==> config.mk <==
export PLATFORM = sky130hd
export DESIGN_NAME = kss_parser
export DESIGN_NICKNAME = d
export VERILOG_FILES = /design/src/rtl/core/kss_pkg.sv /design/src/rtl/core/kss_parser.sv
export SDC_FILE = /design/constraint.sdc
export NUM_CORES = 1
export LEC_CHECK = 0
export BUFFER_PORTS_ARGS = -buffer_cell sky130_fd_sc_hd__clkbuf_2
export CAP_MARGIN = 20
export CORE_MARGIN = 2
export CORE_UTILIZATION = 62
export CTS_BUF_LIST = sky130_fd_sc_hd__clkbuf_16
export DETAILED_ROUTE_END_ITERATION = 8
export PLACE_DENSITY = 0.85
export SLEW_MARGIN = 5
export SYNTH_ARGS = -nofsm -noshare
export SYNTH_HDL_FRONTEND = slang
export SYNTH_SLANG_ARGS = --single-unit
==> constraint.sdc <==
create_clock -name clk -period 3.6 [get_ports clk]
set_input_delay 0.36 -clock clk [delete_from_list [all_inputs] [get_ports clk]]
set_output_delay 0.36 -clock clk [all_outputs]
set_load 0.01 [all_outputs]
==> src/rtl/core/kss_pkg.sv <==
// Shared constants, types and helpers for the keyed string store.
// No dependencies; every module of the block imports this package.
`default_nettype none

package kss_pkg;

	localparam int ENTRIES     = 32;
	localparam int NAME_BYTES  = 64;
	localparam int VALUE_BYTES = 128;

	localparam int NAME_WORDS  = (NAME_BYTES + 7) / 8;
	localparam int VALUE_WORDS = (VALUE_BYTES + 7) / 8;
	localparam int COPY_WORDS  = NAME_WORDS + VALUE_WORDS;

	localparam int ENT_W = (ENTRIES > 1) ? $clog2(ENTRIES) : 1;
	localparam int NW_W  = (NAME_WORDS > 1) ? $clog2(NAME_WORDS) : 1;
	localparam int VW_W  = (VALUE_WORDS > 1) ? $clog2(VALUE_WORDS) : 1;
	localparam int NC_W  = $clog2(NAME_BYTES + 1);
	localparam int NL_W  = $clog2(NAME_BYTES);
	localparam int VC_W  = $clog2(VALUE_BYTES);
	localparam int CP_W  = $clog2(COPY_WORDS);

	localparam logic [7:0] CH_EQ   = 8'h3D;
	localparam logic [7:0] CH_SEMI = 8'h3B;

	typedef enum logic [1:0] {
		ST_OK        = 2'd0,
		ST_MALFORMED = 2'd1,
		ST_FULL      = 2'd2,
		ST_NOTFOUND  = 2'd3
	} kss_status_t;

	// one operation handed from the parser when a final byte is taken
	typedef struct packed {
		logic            valid;
		logic            is_get;
		logic            malformed;
		logic [NC_W-1:0] nlen;
		logic [VC_W-1:0] vlen;
	} kss_op_t;

	typedef struct packed {
		logic                 name_re;
		logic                 name_we;
		logic [ENT_W+NW_W-1:0] name_addr;
		logic [63:0]          name_wdata;
		logic                 value_re;
		logic                 value_we;
		logic [ENT_W+VW_W-1:0] value_addr;
		logic [63:0]          value_wdata;
	} kss_tbl_req_t;

	// keep the low n byte lanes of a word
	function automatic logic [63:0] lane_mask(input logic [3:0] n);
		logic [63:0] m;
		m = '0;
		for (int i = 0; i < 8; i++) begin
			m[i*8 +: 8] = (4'(i) < n) ? 8'hFF : 8'h00;
		end
		return m;
	endfunction

endpackage

`default_nettype wire

==> src/rtl/core/kss_parser.sv <==
// Byte parser with the scratch name and value memories.
// Depends on kss_pkg.
`default_nettype none

module kss_parser import kss_pkg::*; (
	input  wire logic            clk,
	input  wire logic            arst_n,
	input  wire logic            beat,
	input  wire logic            cmd,
	input  wire logic [7:0]      byte_in,
	input  wire logic            last_byte,
	output kss_op_t              op,
	input  wire logic            scr_re,
	input  wire logic [NW_W-1:0] name_raddr,
	input  wire logic [VW_W-1:0] value_raddr,
	output logic [63:0]          name_rdata,
	output logic [63:0]          value_rdata
);

	typedef enum logic [2:0] {
		PH_NAME  = 3'b001,
		PH_VALUE = 3'b010,
		PH_DONE  = 3'b100
	} phase_t;

	phase_t          phase_q, phase_nx;
	logic [NC_W-1:0] nc_q, nc_nx;
	logic [VC_W-1:0] vc_q, vc_nx;
	logic            nwr, vwr;
	kss_op_t         op_q;

	logic [63:0] scr_name_mem  [NAME_WORDS];
	logic [63:0] scr_value_mem [VALUE_WORDS];

	always_comb begin
		phase_nx = phase_q;
		nc_nx    = nc_q;
		vc_nx    = vc_q;
		nwr      = 1'b0;
		vwr      = 1'b0;
		case (phase_q)
			PH_NAME: begin
				if (!cmd && byte_in == CH_EQ) begin
					phase_nx = PH_VALUE;
				end else begin
					nwr = (nc_q < NC_W'(NAME_BYTES - 1));
					if (nc_q < NC_W'(NAME_BYTES)) nc_nx = nc_q + 1'b1;
				end
			end
			PH_VALUE: begin
				if (byte_in == CH_SEMI) begin
					phase_nx = PH_DONE;
				end else if (vc_q < VC_W'(VALUE_BYTES - 1)) begin
					vwr   = 1'b1;
					vc_nx = vc_q + 1'b1;
				end
			end
			default: ;
		endcase
	end

	always_ff @(posedge clk or negedge arst_n) begin
		if (!arst_n) begin
			phase_q <= PH_NAME;
			nc_q    <= '0;
			vc_q    <= '0;
			op_q    <= '0;
		end else begin
			op_q.valid <= 1'b0;
			if (beat) begin
				if (last_byte) begin
					phase_q        <= PH_NAME;
					nc_q           <= '0;
					vc_q           <= '0;
					op_q.valid     <= 1'b1;
					op_q.is_get    <= cmd;
					op_q.malformed <= !cmd && (phase_nx == PH_NAME);
					op_q.vlen      <= vc_nx;
					if (!cmd && nc_nx > NC_W'(NAME_BYTES - 1))
						op_q.nlen <= NC_W'(NAME_BYTES - 1);
					else
						op_q.nlen <= nc_nx;
				end else begin
					phase_q <= phase_nx;
					nc_q    <= nc_nx;
					vc_q    <= vc_nx;
				end
			end
		end
	end

	// byte-lane writes into the scratch words, registered reads
	always_ff @(posedge clk) begin
		if (beat && nwr)
			scr_name_mem[nc_q[NW_W+2:3]][{nc_q[2:0], 3'b000} +: 8] <= byte_in;
		if (beat && vwr)
			scr_value_mem[vc_q[VW_W+2:3]][{vc_q[2:0], 3'b000} +: 8] <= byte_in;
		if (scr_re) begin
			name_rdata  <= scr_name_mem[name_raddr];
			value_rdata <= scr_value_mem[value_raddr];
		end
	end

	assign op = op_q;

endmodule

`default_nettype wire

# After elaboration in Yosys (flattened, before gate mapping)
# Memories as Yosys holds them, arrays and structs flattened. A register that Yosys moved wholly into a read port is not among the register bits.
# Index checks and enable logic that the tools add are counted.
[classes] reduce_logical=7 order_cmp=4 eq_ne=5 n_addsub=4 mux=24 shifts=4
[op_table] cell="$mux W64" n=2
[op_table] cell="$shift A8 B8 Y64 const A" n=2
[op_table] cell="$shiftx A8 B8 Y64" n=2
[op_table] cell="$mux W7" n=9
[op_table] cell="$mux W17" n=2
[op_table] cell="$eq A8 B6 Y1 const B" n=2
[op_table] cell="$neg A6 Y8" n=2
[op_table] cell="$add A7 B1 Y7 const B" n=2
[op_table] cell="$lt A7 B7 Y1 const B" n=2
[op_table] cell="$mux W3" n=3
[op_table] cell="$gt A7 B6 Y1 const B" n=1
[op_table] cell="$lt A7 B6 Y1 const B" n=1
[op_table] cell="$mux W1" n=7
[op_table] cell="$eq A3 B1 Y1 const B" n=2
[op_table] cell="$pmux W3 S2" n=1
[op_table] cell="$logic_and A1 B1 Y1" n=5
[op_table] cell="$eq A3 B2 Y1 const B" n=1
[op_table] cell="$reduce_and A2 Y1" n=1
[op_table] cell="$logic_not A1 Y1" n=1
[totals] mem_bits_rw=1536 elab_cells=58 memories=2 out_inout_bits=145 inputBits=21 ff_bits=34
[mem_list] memory="scr_value_mem" depth=16 word_bits=64 read_ports=1 rd_clocked_by_memory_dff=1 write_ports=1 line_no="kss_parser.sv:33" rtl="logic [63:0] scr_value_mem [VALUE_WORDS];"
[mem_list] memory="scr_name_mem" depth=8 word_bits=64 read_ports=1 rd_clocked_by_memory_dff=1 write_ports=1 line_no="kss_parser.sv:32" rtl="logic [63:0] scr_name_mem [NAME_WORDS];"

# Logic depth before layout (Yosys ltp)
[logic_depth] ltp_word=9 mapped_depth=10 depth_no_buf=8

# Least setup slack after synthesis
# OpenSTA, ideal clock, no wires.
[synth_timing] kind="flip-flop to flip-flop" start="reg vc_q[0]" end="mem scr_value_mem[7][16], enable pin" stages_incl_launch_ff=10 required_time_ns=3.229 arrival_ns=2.791 period_less_slack_ns=3.162 setup_time_ns=0.371 slack_ns=0.438 n_path_buf=2 cell_sequence="dfrtp_1 -> clkbuf_1 -> inv_1 -> ha_1 -> ha_1 -> nand2b_1 -> nor4b_1 -> nand2_1 -> buf_2 -> nor2_1"
[synth_via] elab_chain_len=7 elab_cells_between_ends=9 cone_classes="1 x add/sub; 1 x order compare; 1 x shift; 5 x mux; 1 x reduce/logical"
[synth_lines] item="start: declaration" line_no="kss_parser.sv:28" rtl="logic [VC_W-1:0] vc_q, vc_nx;"
[synth_lines] item="start signal: assignment" line_no="kss_parser.sv:86" rtl="vc_q <= vc_nx;"
[synth_lines] item="$lt A7 B7 Y1" line_no="kss_parser.sv:53" rtl="end else if (vc_q < VC_W'(VALUE_BYTES - 1)) begin"
[synth_lines] item="$mux W1" line_no="kss_parser.sv:53"
[synth_lines] item="$mux W1" line_no="kss_parser.sv:51" rtl="if (byte_in == CH_SEMI) begin"
[synth_lines] item="$mux W1" line_no="kss_parser.sv:41" rtl="case (phase_q)"
[synth_lines] item="$logic_and A1 B1 Y1" line_no="kss_parser.sv:96" rtl="if (beat && vwr)"
[synth_lines] item="$mux W1" line_no="kss_parser.sv:96"
[synth_lines] item="$mux W64 (implied by the code) (*)" line_no="kss_parser.sv:97" rtl="scr_value_mem[vc_q[VW_W+2:3]][{vc_q[2:0], 3'b000} +: 8] <= byte_in;"
[synth_lines] item="end: declaration" line_no="kss_parser.sv:33"
# Every way passes the cells marked *; elsewhere a longest branch is shown, timed or not.

# Worst setup path in the final report
[layout_timing] start="reg phase_q[2]" end="mem scr_value_mem[4][61], enable pin"
[layout_via] elab_chain_len=5
[layout_lines] item="start: declaration" line_no="kss_parser.sv:26" rtl="phase_t phase_q, phase_nx;"
[layout_lines] item="start signal: assignment" line_no="kss_parser.sv:84" rtl="phase_q <= phase_nx;"
[layout_lines] item="$eq A3 B2 Y1" line_no="kss_parser.sv:41"
[layout_lines] item="$mux W1" line_no="kss_parser.sv:41"
[layout_lines] item="$logic_and A1 B1 Y1" line_no="kss_parser.sv:96"
[layout_lines] item="$mux W1" line_no="kss_parser.sv:96"
[layout_lines] item="$mux W64 (implied by the code)" line_no="kss_parser.sv:97"
# No other way between the ends.

==> impl_metrics.env <==
export IMPL_status="complete, but fails checks"
export IMPL_syn_nets=2948
export IMPL_grt_max_degree=70
export IMPL_seq_area_frac_synth_pct=78.0
export IMPL_min_period_ns=3.63
export IMPL_leakagePower_nw=25.7
export IMPL_die_w_um=328
export IMPL_synth_warnings=0
export IMPL_place_congestion=0.880
export IMPL_dieArea_um2=108000
export IMPL_r2r_end="scr_value_mem[4][61]$_DFFE_PP_"
export IMPL_cap_violations=0
export IMPL_synth_area_per_cell_um2=22.3
export IMPL_clkSinkCount=1698
export IMPL_hpwlAfterDp_mm=96.0
export IMPL_worstSetupPathType="reg2reg"
export IMPL_whs_ns=0.109
export IMPL_rrSetupSlack_ns=-0.03
export IMPL_min_from="scr_re"
export IMPL_fp_dieH_um=328
export IMPL_timing_fmax_ghz=0.275
export IMPL_slowest_stage="nor2_1"
export IMPL_setup_ws_ns=-0.0321
export IMPL_grt_overflow_total=0
export IMPL_wirelength_mm=167
export IMPL_arrival_ns=4.04
export IMPL_worst_pin_slew_ns=1.01
export IMPL_final_cell_count_no_fill=4822
export IMPL_setup_violations=79
export IMPL_worstHoldPathCells=1
export IMPL_drt_pass1_iter_count=7
export IMPL_slew_violations=0
export IMPL_wl_per_cell_um=34.7
export IMPL_p_per_area_nw_per_um2=534
export IMPL_worstHoldPathType="in2reg"
export IMPL_whs_endpoint="name_rdata[16]$_DFFE_PP_"
export IMPL_drt_iter0_markers=5153
export IMPL_ys_top_cells_by_count="1664 x edfxtp_1, 448 x mux4_2, 227 x nor2_1, 128 x and2_1, 89 x clkbuf_1"
export IMPL_syn_to_final_growth_pct=13.5
export IMPL_place_inst=4513
export IMPL_portBuffers=165
export IMPL_grt_pass1_wl_mm=242
export IMPL_synth_area_um2=65100
export IMPL_rsz0062_at_grt="true"
export IMPL_post_place_ws_ns=0.0275
export IMPL_ys_ff_latch=1698
export IMPL_drc=0
export IMPL_slowest_delay_ns=0.79
export IMPL_start_util_pct=62.7
export IMPL_violations="negative setup slack"
export IMPL_max_slew_margin_rel_pct=32.7
export IMPL_reg2reg_from="phase_q[2]$_DFFE_PN0P_"
export IMPL_syn_inst=2921
export IMPL_path_buf_inv=0
export IMPL_finClkSkew_ns=0.0269
export IMPL_cts_buffers=159
export IMPL_setup_tns_ns=-1.06
export IMPL_start_kind="register"
export IMPL_num_vias=33492
export IMPL_synth_most_common_cell="edfxtp_1"
export IMPL_fin_util_pct=71.1
export IMPL_synth_top_area_share_pct=76.7
export IMPL_crit_chain="or3b_2 -> a31oi_2 -> and3_1 -> nand2_1 -> nor2_1"
export IMPL_ant_nets=0
export IMPL_critical_path_top_delay_family="simple AND/OR/NAND/NOR gates"
export IMPL_nets=3324
export IMPL_hold_violations=0
export IMPL_root_buffer="clkbuf_16"
export IMPL_synth_area_top_cells="edfxtp_1 77%, mux4_2 15%, nor2_1 1.3%, dfrtp_1 1.3%, and2_1 1.2%"
export IMPL_cts_tree="done"
export IMPL_post_route_period_util_pct=101
export IMPL_synthDistinctLibCells=53
export IMPL_worstSkewPairLatency_ns=0.78
export IMPL_critPathRequiredTime_ns=4.01
export IMPL_core_area_um2=104000
export IMPL_clock_path_buffers=3
export IMPL_io_pins=166
export IMPL_htree_num_levels=4
export IMPL_grt_total_usage_pct=31.7
export IMPL_grt_pass1_vias=34101
export IMPL_worstPathMaxFanout=16
export IMPL_synth_edff_count=1664
export IMPL_rows=118
export IMPL_r2r_cells=5
export IMPL_cp_end_kind="register"
export IMPL_ys_flop_type="edfxtp_1"
export IMPL_drive_gt1_share_pct=32.6
export IMPL_async_reset_ff_share_pct=2.00
export IMPL_ir_drop_mv=0.709
export IMPL_path_clk_slew_ns=0.07
export IMPL_via_per_inst=6.95
export IMPL_synth_top_area_cell="edfxtp_1"
export IMPL_antenna_found_initial=12
worst register-to-register path, stage by stage, from the launching register on:
cell and delay (ns):
dfrtp_1 0.44, or3b_2 0.52, a31oi_2 0.25, and3_1 0.63
nand2_1 0.63, nor2_1 0.79
where the power goes:
| part | switching (mW) | internal (mW) | leakage [nW] |
|---|---|---|---|
| logic | 0.810 | 0.540 | 5.76 |
| clock network | 7.40 | 9.02 | 2.61 |
| registers | 0.0763 | 21.6 | 17.3 |
| total | 8.29 | 31.2 | 25.7 |
sequential cells by signal, summed over array words and instances, names as in the netlist:
| signal | count |
|---|---|
| scr_value_mem | 1024 |
| vc_q | 7 |
| phase_q | 3 |
| scr_name_mem | 512 |
| nc_q | 7 |
| value_rdata | 64 |
| name_rdata | 64 |
| op | 17 |
logic make-up after synthesis:
kind of cell / Yosys count / synth area share [%]
flops: 1698 / 78.0
mux: 514 / 16.6
simple gates: 475 / 3.55
buf+inv: 163 / 1.03
compound gates: 60 / 0.599
fa+ha+maj: 6 / 0.115
xor+xnor: 5 / 0.0672
metal layers:
layer | vias up | share of wire, % | GRT usage [%]
li1 | 12847 | - | -
met1 | 17268 | 33 | 40.3
met2 | 2821 | 50 | 51.6
met3 | 542 | 12 | 8.96
met4 | 14 | 4.7 | 14.3
met5 | - | 0.056 | 0
metrics by stage:
step / total power, mW / instance area, um^2
5_1_grt: 40.3 / 73900
3_3_place_gp: 23.4 / 68800
6_report: 39.5 / 73900
4_1_cts: 39.5 / 73900
3_5_place_dp: 23.4 / 68800
2_1_floorplan: 22.9 / 65100
worst max path at each step:
stage	startpoint	endpoint	depth (start not counted)
after floorplan	vc_q[0]$_DFFE_PN0P_	scr_value_mem[7][16]$_DFFE_PP_	9
after global placement	byte_in[5]	scr_value_mem[14][56]$_DFFE_PP_	6
after detailed placement	vc_q[0]$_DFFE_PN0P_	scr_value_mem[9][15]$_DFFE_PP_	8
after CTS	vc_q[0]$_DFFE_PN0P_	scr_value_mem[1][26]$_DFFE_PP_	8
after global routing	phase_q[1]$_DFFE_PN0P_	scr_value_mem[5][61]$_DFFE_PP_	5
final	phase_q[2]$_DFFE_PN0P_	scr_value_mem[4][61]$_DFFE_PP_	5
placed cells by master (no fill, tap or decap), drive strengths merged, types with 5 or more instances in the layout:
cell	count
nor2	227
mux4	448
mux2	65
xnor2	5
a21oi	20
ha	6
and2	128
diode	9
nor4	8
clkinvlp	6
bufinv	10
edfxtp	1664
nand2b	10
nor3	8
buf	208
dfrtp	33
nand3	14
nand2	49
inv	57
o21ai	18
clkbuf	322
clkinv	70
repair_timing:
| item | CTS | global route |
|---|---|---|
| setup endpoints to repair | 28 | 306 |
| resized for setup | 1 | 9 |
| setup buffers | 0 | 0 |
| hold buffers | 2 | 0 |
| hold endpoints to repair | 36 | 0 |
layout make-up:
| type | count | area, um^2 |
|---|---|---|
| antenna | 9 | 22.5 |
| multi-input combinational | 1060 | 13700 |
| sequential | 1698 | 50800 |
| clock buffer | 164 | 4100 |
| clock inverter | 133 | 956 |
| timing repair buffer | 368 | 2580 |
| tap | 1380 | 1730 |
| fill | 5576 | 30000 |
| inverter | 10 | 37.5 |
(Power assumes the default switching activity.)
